## src/rtl/qti_pkg.sv

```systemverilog
// ----------------------------------------------------------------------------
// qti_pkg: shared types and constants for the quintic trajectory interpolator
// Multiplier request and response, status codes, register indexes and the
// solver micro-program.
// ----------------------------------------------------------------------------
package qti_pkg;

	// rounding shift applied by the multiply unit
	typedef enum logic [1:0] {SH_0, SH_16, SH_32, SH_33} sh_sel_t;

	typedef struct packed {
		logic    start;
		sh_sel_t sh;
	} mul_req_t;

	typedef struct packed {
		logic done;
		logic ovf;
	} mul_rsp_t;

	// result status codes
	localparam logic [1:0] ST_OK    = 2'd0;
	localparam logic [1:0] ST_SAT   = 2'd1;
	localparam logic [1:0] ST_DEGEN = 2'd2;

	// register indexes
	localparam logic [2:0] CFG_START_POS  = 3'd0;
	localparam logic [2:0] CFG_START_VEL  = 3'd1;
	localparam logic [2:0] CFG_START_ACC  = 3'd2;
	localparam logic [2:0] CFG_END_POS    = 3'd3;
	localparam logic [2:0] CFG_END_VEL    = 3'd4;
	localparam logic [2:0] CFG_END_ACC    = 3'd5;
	localparam logic [2:0] CFG_START_TIME = 3'd6;
	localparam logic [2:0] CFG_END_TIME   = 3'd7;

	localparam int TIME_W   = 24;
	localparam int DIV_BITS = TIME_W + 33;	// quotient bits of (|tau|<<32 + den/2) / den

	// solver micro-program
	typedef enum logic [3:0] {
		A_T, A_SV, A_EV, A_SA, A_SP, A_H, A_X3, A_X4, A_X5, A_V0, A_V1
	} a_sel_t;
	typedef enum logic [1:0] {B_T, B_T2, B_K} b_sel_t;
	typedef enum logic [1:0] {M_SET, M_ADD, M_SUB} acc_mode_t;
	typedef enum logic [3:0] {
		D_NONE, D_T2, D_V1, D_C0, D_C1, D_C2, D_C3, D_C4, D_C5
	} dst_t;

	typedef struct packed {
		a_sel_t            a_sel;
		b_sel_t            b_sel;
		logic signed [31:0] konst;
		sh_sel_t           sh;
		acc_mode_t         mode;
		dst_t              dst;
	} uop_t;

	localparam int NUM_UOPS = 17;

	function automatic uop_t solve_uop(input logic [4:0] pc);
		uop_t u;
		u = '{A_T, B_T, 32'sd0, SH_0, M_SET, D_NONE};
		case (pc)
			5'd0:  u = '{A_T,  B_T,  32'sd0,     SH_0,  M_SET, D_T2};
			5'd1:  u = '{A_SV, B_T,  32'sd0,     SH_0,  M_SET, D_C1};
			5'd2:  u = '{A_EV, B_T,  32'sd0,     SH_0,  M_SET, D_V1};
			5'd3:  u = '{A_SP, B_K,  32'sd65536, SH_0,  M_SET, D_C0};
			5'd4:  u = '{A_SA, B_T2, 32'sd0,     SH_33, M_SET, D_C2};
			5'd5:  u = '{A_H,  B_K,  32'sd10,    SH_0,  M_SET, D_NONE};
			5'd6:  u = '{A_V1, B_K,  -32'sd4,    SH_0,  M_ADD, D_NONE};
			5'd7:  u = '{A_V0, B_K,  -32'sd6,    SH_0,  M_ADD, D_NONE};
			5'd8:  u = '{A_X3, B_T2, 32'sd0,     SH_33, M_SUB, D_C3};
			5'd9:  u = '{A_H,  B_K,  -32'sd15,   SH_0,  M_SET, D_NONE};
			5'd10: u = '{A_V1, B_K,  32'sd7,     SH_0,  M_ADD, D_NONE};
			5'd11: u = '{A_V0, B_K,  32'sd8,     SH_0,  M_ADD, D_NONE};
			5'd12: u = '{A_X4, B_T2, 32'sd0,     SH_33, M_ADD, D_C4};
			5'd13: u = '{A_H,  B_K,  32'sd6,     SH_0,  M_SET, D_NONE};
			5'd14: u = '{A_V0, B_K,  -32'sd3,    SH_0,  M_ADD, D_NONE};
			5'd15: u = '{A_V1, B_K,  -32'sd3,    SH_0,  M_ADD, D_NONE};
			5'd16: u = '{A_X5, B_T2, 32'sd0,     SH_33, M_ADD, D_C5};
			default: u = '{A_T, B_T, 32'sd0, SH_0, M_SET, D_NONE};
		endcase
		return u;
	endfunction

endpackage

```

## src/rtl/qti_mul.sv

```systemverilog
// ----------------------------------------------------------------------------
// qti_mul: iterative signed multiply with rounding shift and saturation
// 64x64 product from four 32x32 partial products, then round to nearest
// (halves away from zero), shift and clamp to the signed 64-bit range.
// ----------------------------------------------------------------------------
module qti_mul import qti_pkg::*; (
	input  logic               clk,
	input  logic               arst_n,
	input  mul_req_t           req,
	input  logic signed [63:0] a,
	input  logic signed [63:0] b,
	output mul_rsp_t           rsp,
	output logic signed [63:0] res
);

	typedef enum logic [1:0] {U_IDLE, U_PP, U_RND, U_SAT} ustate_t;

	ustate_t      state_q;
	logic [1:0]   step_q;
	logic [63:0]  ma_q, mb_q;
	logic         neg_q;
	sh_sel_t      sh_q;
	logic [127:0] prod_q, rnd_q;
	logic         done_q, ovf_q;
	logic [63:0]  res_q;

	logic [63:0]  a_mag, b_mag;
	logic [31:0]  pa, pb;
	logic [63:0]  pp;
	logic [127:0] pp_sh, rnd_n;
	logic [63:0]  lim, mag, res_n;
	logic         ovf_n;

	// take magnitudes
	assign a_mag = a[63] ? 64'(-a) : 64'(a);
	assign b_mag = b[63] ? 64'(-b) : 64'(b);

	// select the partial product for this step
	assign pa = step_q[1] ? ma_q[63:32] : ma_q[31:0];
	assign pb = step_q[0] ? mb_q[63:32] : mb_q[31:0];
	assign pp = pa * pb;

	always_comb begin
		case (step_q)
			2'd0:    pp_sh = {64'd0, pp};
			2'd3:    pp_sh = {pp, 64'd0};
			default: pp_sh = {32'd0, pp, 32'd0};
		endcase
	end

	// round and shift
	always_comb begin
		case (sh_q)
			SH_16:   rnd_n = (prod_q + (128'd1 << 15)) >> 16;
			SH_32:   rnd_n = (prod_q + (128'd1 << 31)) >> 32;
			SH_33:   rnd_n = (prod_q + (128'd1 << 32)) >> 33;
			default: rnd_n = prod_q;
		endcase
	end

	// clamp and restore sign
	always_comb begin
		lim   = neg_q ? 64'h8000_0000_0000_0000 : 64'h7fff_ffff_ffff_ffff;
		ovf_n = (|rnd_q[127:64]) || (rnd_q[63:0] > lim);
		mag   = ovf_n ? lim : rnd_q[63:0];
		res_n = neg_q ? 64'(-mag) : mag;
	end

	always_ff @(posedge clk or negedge arst_n) begin
		if (!arst_n) begin
			state_q <= U_IDLE;
			step_q  <= 2'd0;
			done_q  <= 1'b0;
		end else begin
			done_q <= 1'b0;
			case (state_q)
				U_IDLE: begin
					if (req.start) begin
						ma_q    <= a_mag;
						mb_q    <= b_mag;
						neg_q   <= a[63] ^ b[63];
						sh_q    <= req.sh;
						prod_q  <= '0;
						step_q  <= 2'd0;
						state_q <= U_PP;
					end
				end
				U_PP: begin
					prod_q <= prod_q + pp_sh;
					step_q <= step_q + 2'd1;
					if (step_q == 2'd3) state_q <= U_RND;
				end
				U_RND: begin
					rnd_q   <= rnd_n;
					state_q <= U_SAT;
				end
				U_SAT: begin
					res_q   <= res_n;
					ovf_q   <= ovf_n;
					done_q  <= 1'b1;
					state_q <= U_IDLE;
				end
				default: state_q <= U_IDLE;
			endcase
		end
	end

	assign rsp.done = done_q;
	assign rsp.ovf  = ovf_q;
	assign res      = res_q;

endmodule

```

## config.mk

```make
export PLATFORM = sky130hd
export DESIGN_NAME = qti_mul
export DESIGN_NICKNAME = d
export VERILOG_FILES = /design/src/rtl/qti_pkg.sv /design/src/rtl/qti_mul.sv
export SDC_FILE = /design/constraint.sdc
export NUM_CORES = 2
export LEC_CHECK = 0
export BUFFER_PORTS_ARGS = -buffer_cell sky130_fd_sc_hd__clkbuf_2
export CORE_AREA = 2 2 494 496
export CTS_CLUSTER_SIZE = 20
export DETAILED_ROUTE_END_ITERATION = 6
export DIE_AREA = 0 0 496 498
export HOLD_SLACK_MARGIN = 0.02
export PLACE_DENSITY = 0.5
export RECOVER_POWER = 50
export SYNTH_ARGS = -nofsm -noshare
export SYNTH_HDL_FRONTEND = slang
export SYNTH_SLANG_ARGS = --single-unit
```

## constraint.sdc

```tcl
create_clock -name clk -period 15.54 [get_ports clk]
set_input_delay 0 -clock clk [delete_from_list [all_inputs] [get_ports clk]]
set_output_delay 0 -clock clk [all_outputs]
set_load 0.05 [all_outputs]
```

==> flow_summary.toml <==
[floorplan]
ioPinCount = 199
die-width_um = 496
die_height_um = 498
area_of_the_core_um2 = 241900
placement_rows = 181
die_area_um2 = 247000
initial_utilization = 0.2980

[setup_path]
critical_setup_path_kind = "flip-flop to flip-flop"
critical_path.max_stage_delay_ns = 0.89
cp.required_ns = 16.13
crit_top_cell = "fa_1"
type_of_element_capturing_the_critical_path = "flip-flop"
startpoint_type = "flip-flop"
arrival_time_of_data_at_the_critical_path_endpoint_ns = 14.85
critical_path.max_fanout = 37
crit_path_top_delay_cell = "a2111oi_0"
rrSetupSlack_ns = 1.27

[route]
route.antenna.remaining_nets = 0
avgViaCountPerCell = 5.361
routed_wirelength_mm = 292.4
dr.pass1.iters = 6
remaining_drc_errors = 0
drt-wirelength-per-cell_um = 25.18
routed-via-count = 62249
first_iter_violations = 5419

[yosys]
synth_top_cell_area_share = 0.2491
yosys.area.top_type = "fa_1"
seq_area_frac_synth = 0.1900
synth-warning-count = 0
ys_seq_elements = 457
synthCells = 8196
synth-edff-count = 452
syn_nets = 9699
mappedNetlistArea_um2 = 72080
async_flop_share = 0.01094
syn_area_per_cell_um2 = 8.794
ys_dominant_reg_cell = "edfxtp_1"
synth.area.top_cells = "fa_1 25%, edfxtp_1 19%, ha_1 8.2%, nor2_1 5.5%, inv_1 5.3%"
synth.lib_cells_used.distinct = 84

[timing]
final_min_period_over_clock_period = 0.9182
maxClockFrequency_mhz = 70.09
setup_failing_eps_final = 0
timing_max_transition_violations_final = 717
finalWorstPathRequiredPeriod_ns = 14.27
post_route_setup_tns_ns = 0
setup_repair_after_global_routing_missed_its_margin = "false"
final.setup_skew_ns = 0.06294
worst_rel_slew_slack = -4.450
worst_pin_slew_ns = 8.174
finalHoldViolCount = 0

[global_route]
global_route.usage.total = 0.2333
maximum_number_of_pins_on_one_net_before_global_route_repair = 129
grt_pass1_wl_mm = 429.4
antenna_violations_before_repair = 14
first_global_vias = 63091
global_route.overflow_total = 0

[layout]
areaGrowthSynthToFinish_pct = 12.21
utilization = 0.3344
nets = 9854
drive_above_1_share = 0.06739
leading_cell_types_in_the_layout_fill_and_taps_excluded = "1062 x nor2_1, 1018 x inv_1, 897 x fa_1, 877 x nand2_1, 472 x ha_1"
finish.instance_area_um2 = 80880
final_common_cell = "nor2_1"

[clocking]
cts.reportedPaths.clkPinSlew_ns = 0.07
cts_max_path_buffers = 3
clk_sink_count = 457
clk_root_buffer_cell = "clkbuf_16"
htree_levels = 2
cts_buffers = 58
cts.repair.resized = 0
cts_setup_buffers = 0
tritoncts = "yes"
clk_latency_ns = 0.79

[placed_design]
dpl.hpwl_mm = 232.5
gpl.final_weighted_congestion = 0.9861
detailed_place.area_um2 = 76620
place.port_buffers = 198

[hold_path]
worst_min_path_class = "input port to flip-flop"

[outcome]
outcome = "complete, but fails checks"
violations = "capacitance limit, slew limit"

[job]
number_of_maximum_capacitance_constraint_violations = 12
==> cells in the mapped netlist, drive strengths merged (30+ instances only) <==
cell	number
nor4	58
o21bai	42
or2	30
a211oi	39
nand4	148
a22o	45
o21ai	283
edfxtp	452
a31oi	41
clkbuf	441
and3	46
mux2	63
ha	473
inv	1020
nand2b	66
buf	38
a21o	164
o21a	42
fa	897
o31ai	61
xnor2	367
and2	104
nor2	1062
nand2	877
nand3	133
xor2	198
a21oi	345
mux4	72
or3	77
mux2i	79
nor3	132
or4	44
==> cell families after synthesis <==
kind of cell | share of synthesized area
xor gates and xnor gates | 0.06865
buffers and inverters | 0.07834
muxes | 0.04331
AOI/OAI and AO/OA | 0.1110
DFF | 0.1900
and+or+nand+nor | 0.1775
adders and majority gates | 0.3312
==> worst max-delay path: cells and delay by family (launching register included) <==
kind | cells | cell delay [ns]
xor+xnor | 1 | 0.16
compound gates | 12 | 4.35
mux | 2 | 1.00
buf+inv | 5 | 0.60
simple gates | 8 | 2.03
fa+ha+maj | 10 | 5.01
flops | 1 | 0.88
==> state kept, by name (all words and copies together), names as in the netlist, 2 cells and up <==
signal and cells:
prod_q 128, rnd_q 128, ma_q 64, mb_q 64, res 64, sh_q 2
state_q 2, step_q 2
==> path summary, 6_finish.rpt <==
check                           start          end  cells past startpoint
setup / recovery            step_q[0]  prod_q[127]                     38
hold / removal                  b[62]     mb_q[62]                      3
setup reg to reg            step_q[0]  prod_q[127]                     38
hold reg to reg            state_q[0]   state_q[0]                      1
max in group asynchronous      arst_n    step_q[0]                      3
min in group asynchronous      arst_n    step_q[1]                      3
==> repair_timing <==
| item | CTS | global route |
|---|---|---|
| hold buffers | 245 | 0 |
| endpoints found under the setup margin | 0 | 0 |
| hold endpoints to repair | 138 | 0 |
==> per-layer routing <==
layer,vias to the layer above,GRT usage,share of wire
met5,-,0,0.000044
met4,2,0.09410,0.048
met3,564,0.03935,0.069
met2,2538,0.3750,0.46
met1,31501,0.3102,0.43
li1,27644,-,-
==> layout make-up <==
type,instances,area [um^2]
sequential,457,13710
multi-input combinational,6239,53050
fill,25345,161000
timing repair buffer,574,4322
antenna,11,27.53
inverter,1021,3834
clock buffer,68,1489
clock inverter,40,441.7
tap,3202,4006
==> per-stage QoR <==
step           hold slack [ns]  worst slack, ns  instances
6_report                0.1309            1.272      11612
5_1_grt                 0.1340           0.3438      11602
4_1_cts                0.03789            1.080      11601
3_5_place_dp         -0.008124            1.121      11248
3_3_place_gp          -0.01042            1.389      11248
2_1_floorplan          -0.2956            3.511       8196
Power is not shown: default switching activity piles up to over one toggle a cycle in this logic, so the estimate is an artifact.
