File: config.mk
export PLATFORM = sky130hd
export DESIGN_NAME = qti_div
export DESIGN_NICKNAME = d
export VERILOG_FILES = /design/src/rtl/qti_pkg.sv /design/src/rtl/qti_div.sv
export SDC_FILE = /design/constraint.sdc
export NUM_CORES = 1
export LEC_CHECK = 0
export BUFFER_PORTS_ARGS = -buffer_cell sky130_fd_sc_hd__buf_2
export CAP_MARGIN = 20
export CORE_AREA = 2 2 163 165
export DETAILED_ROUTE_END_ITERATION = 6
export DIE_AREA = 0 0 165 167
export PLACE_DENSITY_LB_ADDON = 0.3
export SETUP_SLACK_MARGIN = 0.1
export SYNTH_ARGS = -nofsm -noshare
export SYNTH_HDL_FRONTEND = slang
export SYNTH_SLANG_ARGS = --single-unit
export TNS_END_PERCENT = 5
File: constraint.sdc
create_clock -name clk -period 11 [get_ports clk]
set_input_delay 1.1 -clock clk [delete_from_list [all_inputs] [get_ports clk]]
set_output_delay 1.1 -clock clk [all_outputs]
set_load 0.005 [all_outputs]
File: src/rtl/qti_pkg.sv
// ----------------------------------------------------------------------------
// qti_pkg: shared types and constants for the quintic trajectory interpolator
// Multiplier request and response, status codes, register indexes and the
// solver micro-program.
// ----------------------------------------------------------------------------
package qti_pkg;

	// rounding shift applied by the multiply unit
	typedef enum logic [1:0] {SH_0, SH_16, SH_32, SH_33} sh_sel_t;

	typedef struct packed {
		logic    start;
		sh_sel_t sh;
	} mul_req_t;

	typedef struct packed {
		logic done;
		logic ovf;
	} mul_rsp_t;

	// result status codes
	localparam logic [1:0] ST_OK    = 2'd0;
	localparam logic [1:0] ST_SAT   = 2'd1;
	localparam logic [1:0] ST_DEGEN = 2'd2;

	// register indexes
	localparam logic [2:0] CFG_START_POS  = 3'd0;
	localparam logic [2:0] CFG_START_VEL  = 3'd1;
	localparam logic [2:0] CFG_START_ACC  = 3'd2;
	localparam logic [2:0] CFG_END_POS    = 3'd3;
	localparam logic [2:0] CFG_END_VEL    = 3'd4;
	localparam logic [2:0] CFG_END_ACC    = 3'd5;
	localparam logic [2:0] CFG_START_TIME = 3'd6;
	localparam logic [2:0] CFG_END_TIME   = 3'd7;

	localparam int TIME_W   = 24;
	localparam int DIV_BITS = TIME_W + 33;	// quotient bits of (|tau|<<32 + den/2) / den

	// solver micro-program
	typedef enum logic [3:0] {
		A_T, A_SV, A_EV, A_SA, A_SP, A_H, A_X3, A_X4, A_X5, A_V0, A_V1
	} a_sel_t;
	typedef enum logic [1:0] {B_T, B_T2, B_K} b_sel_t;
	typedef enum logic [1:0] {M_SET, M_ADD, M_SUB} acc_mode_t;
	typedef enum logic [3:0] {
		D_NONE, D_T2, D_V1, D_C0, D_C1, D_C2, D_C3, D_C4, D_C5
	} dst_t;

	typedef struct packed {
		a_sel_t            a_sel;
		b_sel_t            b_sel;
		logic signed [31:0] konst;
		sh_sel_t           sh;
		acc_mode_t         mode;
		dst_t              dst;
	} uop_t;

	localparam int NUM_UOPS = 17;

	function automatic uop_t solve_uop(input logic [4:0] pc);
		uop_t u;
		u = '{A_T, B_T, 32'sd0, SH_0, M_SET, D_NONE};
		case (pc)
			5'd0:  u = '{A_T,  B_T,  32'sd0,     SH_0,  M_SET, D_T2};
			5'd1:  u = '{A_SV, B_T,  32'sd0,     SH_0,  M_SET, D_C1};
			5'd2:  u = '{A_EV, B_T,  32'sd0,     SH_0,  M_SET, D_V1};
			5'd3:  u = '{A_SP, B_K,  32'sd65536, SH_0,  M_SET, D_C0};
			5'd4:  u = '{A_SA, B_T2, 32'sd0,     SH_33, M_SET, D_C2};
			5'd5:  u = '{A_H,  B_K,  32'sd10,    SH_0,  M_SET, D_NONE};
			5'd6:  u = '{A_V1, B_K,  -32'sd4,    SH_0,  M_ADD, D_NONE};
			5'd7:  u = '{A_V0, B_K,  -32'sd6,    SH_0,  M_ADD, D_NONE};
			5'd8:  u = '{A_X3, B_T2, 32'sd0,     SH_33, M_SUB, D_C3};
			5'd9:  u = '{A_H,  B_K,  -32'sd15,   SH_0,  M_SET, D_NONE};
			5'd10: u = '{A_V1, B_K,  32'sd7,     SH_0,  M_ADD, D_NONE};
			5'd11: u = '{A_V0, B_K,  32'sd8,     SH_0,  M_ADD, D_NONE};
			5'd12: u = '{A_X4, B_T2, 32'sd0,     SH_33, M_ADD, D_C4};
			5'd13: u = '{A_H,  B_K,  32'sd6,     SH_0,  M_SET, D_NONE};
			5'd14: u = '{A_V0, B_K,  -32'sd3,    SH_0,  M_ADD, D_NONE};
			5'd15: u = '{A_V1, B_K,  -32'sd3,    SH_0,  M_ADD, D_NONE};
			5'd16: u = '{A_X5, B_T2, 32'sd0,     SH_33, M_ADD, D_C5};
			default: u = '{A_T, B_T, 32'sd0, SH_0, M_SET, D_NONE};
		endcase
		return u;
	endfunction

endpackage

File: src/rtl/qti_div.sv
// ----------------------------------------------------------------------------
// qti_div: restoring divider for the normalised local time
// Returns round(num_mag * 2^32 / den), one quotient bit per cycle.
// ----------------------------------------------------------------------------
module qti_div import qti_pkg::*; (
	input  logic                clk,
	input  logic                arst_n,
	input  logic                start,
	input  logic [TIME_W-1:0]   num_mag,
	input  logic [TIME_W-1:0]   den,
	output logic                done,
	output logic [DIV_BITS-1:0] quot
);

	localparam int CNT_W = $clog2(DIV_BITS);

	logic                busy_q, done_q;
	logic [CNT_W-1:0]    cnt_q;
	logic [DIV_BITS-1:0] n_q;
	logic [TIME_W-1:0]   rem_q, den_q;

	logic [TIME_W:0]     trial;
	logic                fits;

	// trial subtract of the next dividend bit
	assign trial = {rem_q, n_q[DIV_BITS-1]};
	assign fits  = trial >= {1'b0, den_q};

	always_ff @(posedge clk or negedge arst_n) begin
		if (!arst_n) begin
			busy_q <= 1'b0;
			done_q <= 1'b0;
			cnt_q  <= '0;
		end else begin
			done_q <= 1'b0;
			if (start && !busy_q) begin
				// dividend with half the divisor added for rounding
				n_q    <= {1'b0, num_mag, 32'd0} + DIV_BITS'(den >> 1);
				den_q  <= den;
				rem_q  <= '0;
				cnt_q  <= '0;
				busy_q <= 1'b1;
			end else if (busy_q) begin
				rem_q <= fits ? TIME_W'(trial - {1'b0, den_q}) : trial[TIME_W-1:0];
				n_q   <= {n_q[DIV_BITS-2:0], fits};
				cnt_q <= cnt_q + 1'b1;
				if (cnt_q == CNT_W'(DIV_BITS - 1)) begin
					busy_q <= 1'b0;
					done_q <= 1'b1;
				end
			end
		end
	end

	assign done = done_q;
	assign quot = n_q;

endmodule

==> results_dict.tcl, run 1 <==
set metrics [dict create \
    yosysMostFrequentCell "nand2_1" \
    synth_enable_flop_cells 105 \
    ant_nets 0 \
    grt_pass1_vias 5004 \
    io_buffer_count 108 \
    fill_cells 2649 \
    hold_viol_final 0 \
    crit_path_max_fanout 19 \
    multi_input_area_um2 2730 \
    post_cts.repair.setup_buffers 0 \
    period_needed_ns 3.36 \
    synthTopCellsByCount "178 x nand2_1, 105 x edfxtp_1, 38 x inv_1" \
    ys_warn_count 0 \
    avgSynthCellArea_um2 10.0 \
    grt_pass1_wl_um 27700 \
    finalWirelength_um 17200 \
    clockRootBuffer "clkbuf_16" \
    startpoint_type "flip-flop" \
    synthAdderAreaFrac_pct 5.44 \
    yosysTopAreaCell "edfxtp_1" \
    report.final.slew_viol_count 0 \
    initial_core_util_pct 24.6 \
    track_usage_pct 13.0 \
    layout.nets 816 \
    holdBufCountCts 0 \
    clk_pin_slew_ns 0.06 \
    htree_levels 4 \
    power.internal_w 0.00126 \
    critPathRequiredTime_ns 11.17 \
    cts_resized 0 \
    worst_slew_pin_slew_ns 0.900 \
    first_iter_violations 352 \
    drive_above_1_share_pct 21.6 \
    worstPathArrival_ns 3.53 \
    wire_per_inst_um 15.9 \
    rows 59 \
    netlist_instances 634 \
    clkPwrFrac_pct 27.6 \
    async_reset_ff_share_pct 7.08 \
    drtPass1Iterations 5 \
    diodes 0 \
    yosys.area_share.simple_pct 19.7 \
    reg2regPathDepth 8 \
    place.gp.congestion 0.845 \
    cts_sinks 113 \
    io_pins 109 \
    status "completed" \
    cap_violations 0 \
    setup_viol 0 \
    synthMuxAreaShare_pct 0.316 \
    finalSetupTns_ns 0 \
    route.detailed.drc 0 \
    endpoint_kind "flip-flop" \
    p_switching_w 0.000727 \
    netSwitchingFraction_pct 36.6 \
    design.die.area_um2 27600 \
    ff_latch_area_um2 3350 \
    p_per_area_nw_per_um2 252 \
    hold_path.class "flip-flop to flip-flop" \
    clock_skew_ns 0.0155 \
    synth_top_area_share_pct 49.7 \
    p_leak_nw 3.29 \
    grt_remaining_overflow 0 \
    whs_path_depth 1 \
    dp_hpwl_um 12000 \
    grt_max_degree 58 \
    cts.path.max_buffers 2 \
    p_comb_share_pct 38.6 \
    yosysUniqueCellTypes 69 \
    ys_top_cells_by_area "edfxtp_1 50%, nand2_1 11%, ha_1 5.1%" \
    synth_ff_type "edfxtp_1" \
    yosysSeqAreaShare_pct 52.9 \
    synth_top_family_by_area "simple AND/OR/NAND/NOR gates" \
    fin_crit_sh_pct 30.5 \
    die_height_um 167 \
    syn_area_um2 6340 \
    die_w_um 165 \
    clkLatencyLatePin_ns 0.42 \
    antenna_found_initial 0 \
    dpl.cell_count 1052 \
    via_count 5095 \
    rsz0062_at_grt "false" \
    slew_headroom_pct 39.9 \
    ir_drop_mv 0.126 \
    synth_compound_area_share_pct 15.7 \
    syn_to_final_growth_pct 23.9 \
    viasPerCell 4.69 \
    tritoncts "built" \
    p_seq_share_pct 33.8 \
    core_um2 25800 \
    fmax_ghz 0.298 \
    numCtsBuffers 17 \
    crit_type "flip-flop to flip-flop" \
    ys_seq_elements 113 \
    synthXorXnorAreaFrac_pct 1.66 \
    fin_cells 1086 \
    synth_nets 712 \
]
## worst paths after layout
path	startpoint	to	slack, ns
min in group asynchronous	arst_n	cnt_q[0]	0.78
hold reg to reg	cnt_q[5]	cnt_q[5]	0.49
setup reg to reg	rem_q[17]	rem_q[1]	7.64
hold / removal	cnt_q[5]	cnt_q[5]	0.49
max in group asynchronous	arst_n	done	9.71
setup / recovery	rem_q[17]	rem_q[1]	7.64
## power groups by stage
stage	registers (W)	logic [W]	clock network [W]
finish	0.000671	0.000765	0.000548
detailed placement	0.000673	0.000761	0
global placement	0.000676	0.000762	0
global route	0.000681	0.000855	0.000583
CTS	0.000670	0.000760	0.000562
floorplan	0.000654	0.000579	0
## placed cells by master, fill, tap and decap left out, types with 9 or more instances in the layout
cell type	n
a21oi_1	20
and2_1	14
and3_1	9
buf_2	108
clkbuf_16	17
edfxtp_1	105
ha_1	26
inv_1	38
nand2_1	177
nand3_1	16
nor2_1	18
nor3_1	12
o211ai_1	16
o21ai_0	18
## flip-flops by register name, summed over array words and instances, names as in the netlist
name    flops
done        1
den_q      24
quot       57
busy_q      1
rem_q      24
cnt_q       6
## routing by layer
layer,wire length (um),up-vias,GRT usage (%)
li1,-,2499,-
met1,7640,2407,17.3
met2,8070,174,20.0
met3,1310,15,4.18
met4,216,0,3.78
met5,0,-,0
## worst max-delay path, cell delays in order (launching register included)
cell,delay (ns)
edfxtp_1,0.46
ha_1,0.40
a21o_1,0.26
a21o_1,0.21
a21oi_2,0.21
o211ai_2,0.13
a311oi_4,0.71
nand2_4,0.31
a221o_1,0.40
## through the flow
stage | utilization, % | hold slack (ns) | area, um^2 | total power, W | setup WS [ns]
final | 30.5 | 0.489 | 7860 | 0.00198 | 7.64
after global routing | 30.5 | 0.519 | 7860 | 0.00212 | 7.55
after CTS | 30.3 | 0.494 | 7810 | 0.00199 | 7.66
after detailed placement | 28.0 | 0.481 | 7220 | 0.00143 | 7.68
after global placement | 28.0 | 0.482 | 7220 | 0.00144 | 7.66
after floorplan | - | 0.450 | 6340 | 0.00123 | 6.33
## final cells by class
type / instances / area share [%]
flip-flops and latches: 113 / 42.7
repair buffers: 114 / 7.96
inverters: 39 / 1.86
well taps: 335 / 5.33
multi-input cells: 453 / 34.8
clock buffers: 17 / 5.41
clock inverters: 15 / 2.01
## cells by family (layout without fill, tap and decap cells)
logic type | count (synthesis) | in the layout
AO/OA/AOI/OAI | 130 | 130
multiplexers | 2 | 2
flip-flops | 113 | 113
XOR/XNOR | 12 | 12
adder cells (fa/ha/maj) | 27 | 27
buffers and inverters | 68 | 185
AND/OR/NAND/NOR | 282 | 282
Power figures use the tool's default switching activity.
==> inputs of run 2 (changes only) <==
--- a/config.mk
+++ b/config.mk
@@ -5,11 +5,12 @@
 export SDC_FILE = /design/constraint.sdc
 export NUM_CORES = 1
 export LEC_CHECK = 0
+export ABC_AREA = 1
 export BUFFER_PORTS_ARGS = -buffer_cell sky130_fd_sc_hd__buf_2
 export CAP_MARGIN = 20
-export CORE_AREA = 2 2 163 165
+export CORE_AREA = 2 2 168 170
 export DETAILED_ROUTE_END_ITERATION = 6
-export DIE_AREA = 0 0 165 167
+export DIE_AREA = 0 0 170 172
 export PLACE_DENSITY_LB_ADDON = 0.3
 export SETUP_SLACK_MARGIN = 0.1
 export SYNTH_ARGS = -nofsm -noshare
==> constraint.sdc (replaced) <==
create_clock -name clk -period 3 [get_ports clk]
set_input_delay 0.3 -clock clk [delete_from_list [all_inputs] [get_ports clk]]
set_output_delay 0.3 -clock clk [all_outputs]
set_load 0.005 [all_outputs]
==> run 2 against run 1 <==
Effect of this change:
- non-clock buffer count rose by 5
- sequential power increased to 3.6 times the previous value
- via count rose by 14%
- global-route usage shrank 0.18 points
- hold slack got worse by 0.47 ns
- design area grew 5.8%
- synthesized cell count increased by 39%
- die area increased by 6.1%
- maximum frequency up 31%
- core utilization fell by 0.25 points
- critical endpoint is now rem_q[13]
==> results_dict.tcl, run 2 <==
set metrics [dict create \
    status "completed" \
    clkLatencyLatePin_ns 0.41 \
    worst_slew_pin_slew_ns 0.773 \
    fin_crit_sh_pct 85.2 \
    report.final.slew_viol_count 0 \
    fill_cells 2978 \
    dp_hpwl_um 12900 \
    synth_nets 958 \
    diodes 0 \
    p_leak_nw 4.19 \
    cts_resized 0 \
    post_cts.repair.setup_buffers 0 \
    most-common-layout-cells "389 x nand2_1, 150 x inv_1, 108 x buf_2" \
    rows 61 \
    drive_above_1_share_pct 16.3 \
    antenna_found_initial 0 \
    cp_common_cell "nand2_1" \
    syn_area_um2 6800 \
    numCtsBuffers 17 \
    r2r_start "rem_q[20]" \
    ant_nets 0 \
    ys_warn_count 0 \
    layout_commonest_cell "nand2_1" \
    cts.path.max_buffers 2 \
    finalWirelength_um 18000 \
    async_reset_ff_share_pct 7.08 \
    grt_remaining_overflow 0 \
    multi_input_area_um2 2780 \
    yosysUniqueCellTypes 30 \
    ff_latch_area_um2 3350 \
    grt_pass1_vias 5837 \
    crit_path_max_fanout 25 \
    reg2regPathDepth 10 \
    synth_enable_flop_cells 105 \
    critPathTopFamily "simple AND/OR/NAND/NOR gates" \
    via_count 5796 \
    largest_reg_flops 57 \
    hold_viol_final 0 \
    fmax_ghz 0.391 \
    clk_pin_slew_ns 0.05 \
    path_cells "ha_1 -> nand2_1 -> nor3_1 -> nand2_1 -> nor2_1 -> nand2_2 -> nand3_4 -> nand2_1 -> nand3_1 -> nand2_1" \
    startpoint_type "flip-flop" \
    regToRegSetupSlack_ns 0.44 \
    grt_pass1_wl_um 29200 \
    yosysTopAreaCell "edfxtp_1" \
    io_buffer_count 108 \
    ir_drop_mv 0.401 \
    htree_levels 4 \
    clockRootBuffer "clkbuf_16" \
    ys_top_cells_by_area "edfxtp_1 46%, nand2_1 21%, inv_1 8.3%" \
    initial_core_util_pct 24.8 \
    yosysMostFrequentCell "nand2_1" \
    cap_violations 0 \
    core_um2 27500 \
    first_iter_violations 344 \
    slew_headroom_pct 48.5 \
    r2r_end "rem_q[13]" \
    ys_seq_elements 113 \
    viasPerCell 4.29 \
    crit_type "flip-flop to flip-flop" \
    yosysSeqAreaShare_pct 49.3 \
    cts_sinks 113 \
    synth_top_area_share_pct 46.3 \
    finalSetupTns_ns 0 \
    worstPathArrival_ns 2.73 \
    die_height_um 172 \
    syn_to_final_growth_pct 22.2 \
    endpoint_kind "flip-flop" \
    critPathRequiredTime_ns 3.17 \
    cpMaxStageDelayCell "edfxtp_1" \
    crit_buf_inv 0 \
    track_usage_pct 12.8 \
    slowest_delay_ns 0.42 \
    wire_per_inst_um 13.3 \
    grt_max_degree 58 \
    place.gp.congestion 0.892 \
    synth_ff_type "edfxtp_1" \
    tritoncts "built" \
    route.detailed.drc 0 \
    layout.nets 1072 \
    drtPass1Iterations 4 \
    design.die.area_um2 29200 \
    clock_skew_ns 0.00552 \
    p_per_area_nw_per_um2 860 \
    hold_path.class "input pin to asynchronous set/reset pin" \
    io_pins 109 \
    hold-worst-slack_ns 0.0163 \
    die_w_um 170 \
    synthTopCellsByCount "389 x nand2_1, 150 x inv_1, 105 x edfxtp_1" \
    holdBufCountCts 0 \
    period_needed_ns 2.56 \
    rsz0062_at_grt "false" \
    setup_viol 0 \
    avgSynthCellArea_um2 7.73 \
    netlist_instances 880 \
]
[run 2: cell types whose count changed after synthesis, moves of 10 or more]
cell / previous run / this run
nand3_1: 16 / 47
nor2_1: 19 / 43
and2_1: 14 / 0
o21ai_0: 18 / 6
clkbuf_1: 22 / 12
nand2_1: 178 / 389
nor3_1: 12 / 2
inv_1: 38 / 150
o211ai_1: 16 / 0
nand4_1: 7 / 33
a21oi_1: 20 / 10
[run 2: cell type report]
class,instances,share of cell area [%]
multi-input combinational,589,33.4
clock buffer,18,5.16
timing repair buffer,119,7.49
sequential,113,40.3
clock inverter,12,1.43
tap,346,5.21
inverter,154,6.95
[run 2: how the worst max path moves through the flow]
| stage | start | end | slack (ns) | cells after the start |
|---|---|---|---|---|
| after global routing | rem_q[20] | rem_q[13] | 0.25 | 10 |
| after global placement | rem_q[20] | rem_q[13] | 0.41 | 10 |
| final | rem_q[20] | rem_q[13] | 0.44 | 10 |
| after CTS | rem_q[18] | rem_q[13] | 0.44 | 10 |
| after detailed placement | rem_q[20] | rem_q[13] | 0.47 | 10 |
| after floorplan | busy_q | quot[0] | 0.39 | 3 |
[run 2: metal layers]
metal  vias to the layer above  share of wire [%]  GRT usage, %
met2                       144                 48          22.1
met4                         0                1.8          5.13
met5                         -                  0             0
met3                        26                5.6          3.34
li1                       2996                  -             -
met1                      2630                 45          15.1
[run 2: cells by family (layout without fill, tap and decap cells)]
family                   after synthesis  count (layout)  synth area share (%)
XOR/XNOR                               9               9                  1.16
flip-flops                           113             113                  49.3
buffers and inverters                178             303                  10.2
AND/OR/NAND/NOR                      533             533                  32.6
adder cells (fa/ha/maj)               27              27                  5.08
AO/OA/AOI/OAI                         20              20                  1.73
[run 2: through the flow]
step	worst slack, ns	cells	power, W	utilization, %	area (um^2)
after global placement	0.413	1321	0.00523	28.3	7770
final	0.443	1351	0.00715	30.3	8310
after CTS	0.436	1351	0.00721	30.3	8310
after detailed placement	0.466	1321	0.00525	28.3	7770
after global routing	0.245	1351	0.00774	30.3	8310
after floorplan	0.387	880	0.00450	-	6810
[run 2: where the power goes]
| group | internal [W] | switching, W |
|---|---|---|
| registers | 0.00217 | 0.000232 |
| logic | 0.00103 | 0.00180 |
| clock network | 0.00120 | 0.000721 |
==> inputs of run 3 (changes only) <==
--- a/config.mk
+++ b/config.mk
@@ -5,12 +5,11 @@
 export SDC_FILE = /design/constraint.sdc
 export NUM_CORES = 1
 export LEC_CHECK = 0
-export ABC_AREA = 1
 export BUFFER_PORTS_ARGS = -buffer_cell sky130_fd_sc_hd__buf_2
 export CAP_MARGIN = 20
-export CORE_AREA = 2 2 168 170
+export CORE_AREA = 2 2 163 165
 export DETAILED_ROUTE_END_ITERATION = 6
-export DIE_AREA = 0 0 170 172
+export DIE_AREA = 0 0 165 167
 export PLACE_DENSITY_LB_ADDON = 0.3
 export SETUP_SLACK_MARGIN = 0.1
 export SYNTH_ARGS = -nofsm -noshare
==> run 3 against run 2 <==
Effect of this change:
- first-iteration DRC count down 2.0%
- hold slack better by 0.063 ns
- power is 1.9% higher
- register-to-register slack worse by 0.28 ns
- via count shrank 11%
- sequential share of layout area up 1.9 points
- worst setup slack worse by 0.28 ns
- die area fell by 5.8%
- core utilization grew 0.59 points
- sequential power is essentially flat
- final cell count is 18% lower
- largest power group unchanged
==> results_dict.tcl, run 3 (synthesis gave the netlist of run 1 again) <==
set metrics [dict create \
    slowest_delay_ns 0.43 \
    crit_type "flip-flop to flip-flop" \
    wl_met3_um 1230 \
    most-common-layout-cells "177 x nand2_1, 108 x buf_2, 105 x edfxtp_1" \
    setup_viol 0 \
    wire_per_inst_um 15.6 \
    post_cts.repair.setup_buffers 0 \
    report.final.slew_viol_count 0 \
    cts.path.max_buffers 2 \
    io_buffer_count 108 \
    diodes 0 \
    path_cells "ha_1 -> a21o_1 -> a21o_1 -> a21oi_2 -> o211ai_2 -> a311oi_4 -> buf_4 -> a21oi_1 -> a211o_1" \
    period_needed_ns 2.84 \
    fmax_ghz 0.352 \
    p_seq_share_pct 33.4 \
    numCtsBuffers 17 \
    place.gp.congestion 0.865 \
    r2r_start "rem_q[17]" \
    wl_met2_um 8190 \
    grt_max_degree 59 \
    via_count 5158 \
    core_um2 25800 \
    drive_above_1_share_pct 22.6 \
    clk_pin_slew_ns 0.05 \
    die_w_um 165 \
    regToRegSetupSlack_ns 0.16 \
    htree_levels 4 \
    dpl.cell_count 1071 \
    worstPathArrival_ns 3.00 \
    worst_slew_pin_slew_ns 0.729 \
    tritoncts "built" \
    cpMaxStageDelayCell "edfxtp_1" \
    highest_layer "met4" \
    layout_commonest_cell "nand2_1" \
    initial_core_util_pct 24.6 \
    status "completed" \
    route.detailed.drc 0 \
    track_usage_pct 12.9 \
    netSwitchingFraction_pct 35.4 \
    grt_pass1_wl_um 27800 \
    endpoint_kind "flip-flop" \
    fill_cells 2660 \
    cts_sinks 113 \
    rsz0062_at_grt "true" \
    hold_viol_final 0 \
    first_iter_violations 337 \
    layout.nets 834 \
    rows 59 \
    fin_crit_sh_pct 94.7 \
    ir_drop_mv 0.383 \
    cp_common_cell "a21o_1" \
    p_switching_w 0.00258 \
    postLayoutSetupSlackWorst_ns 0.160 \
    grt_pass1_vias 5127 \
    dp_hpwl_um 12200 \
    clockRootBuffer "clkbuf_16" \
    drtPass1Iterations 5 \
    die_height_um 167 \
    reg2regPathDepth 9 \
    clkPwrFrac_pct 26.5 \
    whs_endpoint "den_q[11]" \
    largest_reg_flops 57 \
    hold_path.class "input pin to flip-flop" \
    critPathRequiredTime_ns 3.16 \
    fin_cells 1104 \
    m1WireLength_um 7600 \
    power.internal_w 0.00470 \
    slew_headroom_pct 51.0 \
    io_pins 109 \
    viasPerCell 4.67 \
    design.die.area_um2 27600 \
    finalSetupTns_ns 0 \
    startpoint_type "flip-flop" \
    crit_path_max_fanout 8 \
    antenna_found_initial 0 \
    clock_skew_ns 0.00834 \
    p_leak_nw 3.35 \
    finalWirelength_um 17200 \
    hold-worst-slack_ns 0.0789 \
    whs_path_depth 1 \
    place_ws_ns 0.127 \
    ant_nets 0 \
    grt_remaining_overflow 0 \
    clkLatencyLatePin_ns 0.42 \
    p_per_area_nw_per_um2 916 \
    cap_violations 0 \
    fin_total_pwr_w 0.00729 \
    p_comb_share_pct 40.0 \
    hold_start "den[11]" \
    r2r_end "rem_q[4]" \
    syn_to_final_growth_pct 25.3 \
]
-- run 3: layout make-up --
class | instances | area [um^2] | share of cell area [%]
inverters | 39 | 146 | 1.84
clock inverters | 10 | 113 | 1.42
well taps | 335 | 419 | 5.27
flip-flops and latches | 113 | 3350 | 42.2
clock buffers | 22 | 444 | 5.59
repair buffers | 132 | 736 | 9.26
multi-input cells | 453 | 2740 | 34.4
-- run 3: timing repair --
item / 4_1_cts / 5_1_grt
hold endpoints to repair: 8 / 0
resized for setup: 0 / 2
hold buffers: 1 / 0
endpoints found under the setup margin: 0 / 9
-- run 3: worst max path at each step --
| stage | start | endpoint | slack (ns) |
|---|---|---|---|
| 2_1_floorplan | start | quot[0] | 0.21 |
| 3_3_place_gp | quot[56] | rem_q[20] | 0.18 |
| 3_5_place_dp | quot[56] | rem_q[20] | 0.13 |
| 4_1_cts | quot[56] | rem_q[20] | 0.11 |
| 5_1_grt | rem_q[8] | rem_q[2] | 0.07 |
| 6_report | rem_q[17] | rem_q[4] | 0.16 |
-- run 3: per-stage QoR --
step / util [%] / area [um^2]
3_5_place_dp: 28.6 / 7380
6_report: 30.9 / 7950
4_1_cts: 30.8 / 7950
3_3_place_gp: 28.6 / 7380
5_1_grt: 30.9 / 7950
2_1_floorplan: - / 6340
-- run 3: power by group through the flow --
stage               logic (W)  registers [W]  clock network [W]
floorplan             0.00212        0.00239                  0
detailed placement    0.00291        0.00246                  0
global route          0.00328        0.00248            0.00205
global placement      0.00292        0.00246                  0
finish                0.00292        0.00243            0.00193
CTS                   0.00292        0.00244            0.00198
-- run 3: critical path: cells and delay by family (launching register included) --
kind,cells,cell delay [ns]
compound gates,7,1.51
flops,1,0.43
fa+ha+maj,1,0.38
buf+inv,1,0.26
-- run 3: layer usage --
layer / up-vias / GRT usage, %
li1: 2539 / -
met1: 2451 / 16.2
met2: 153 / 20.9
met3: 15 / 4.66
met4: 0 / 3.33
met5: - / 0
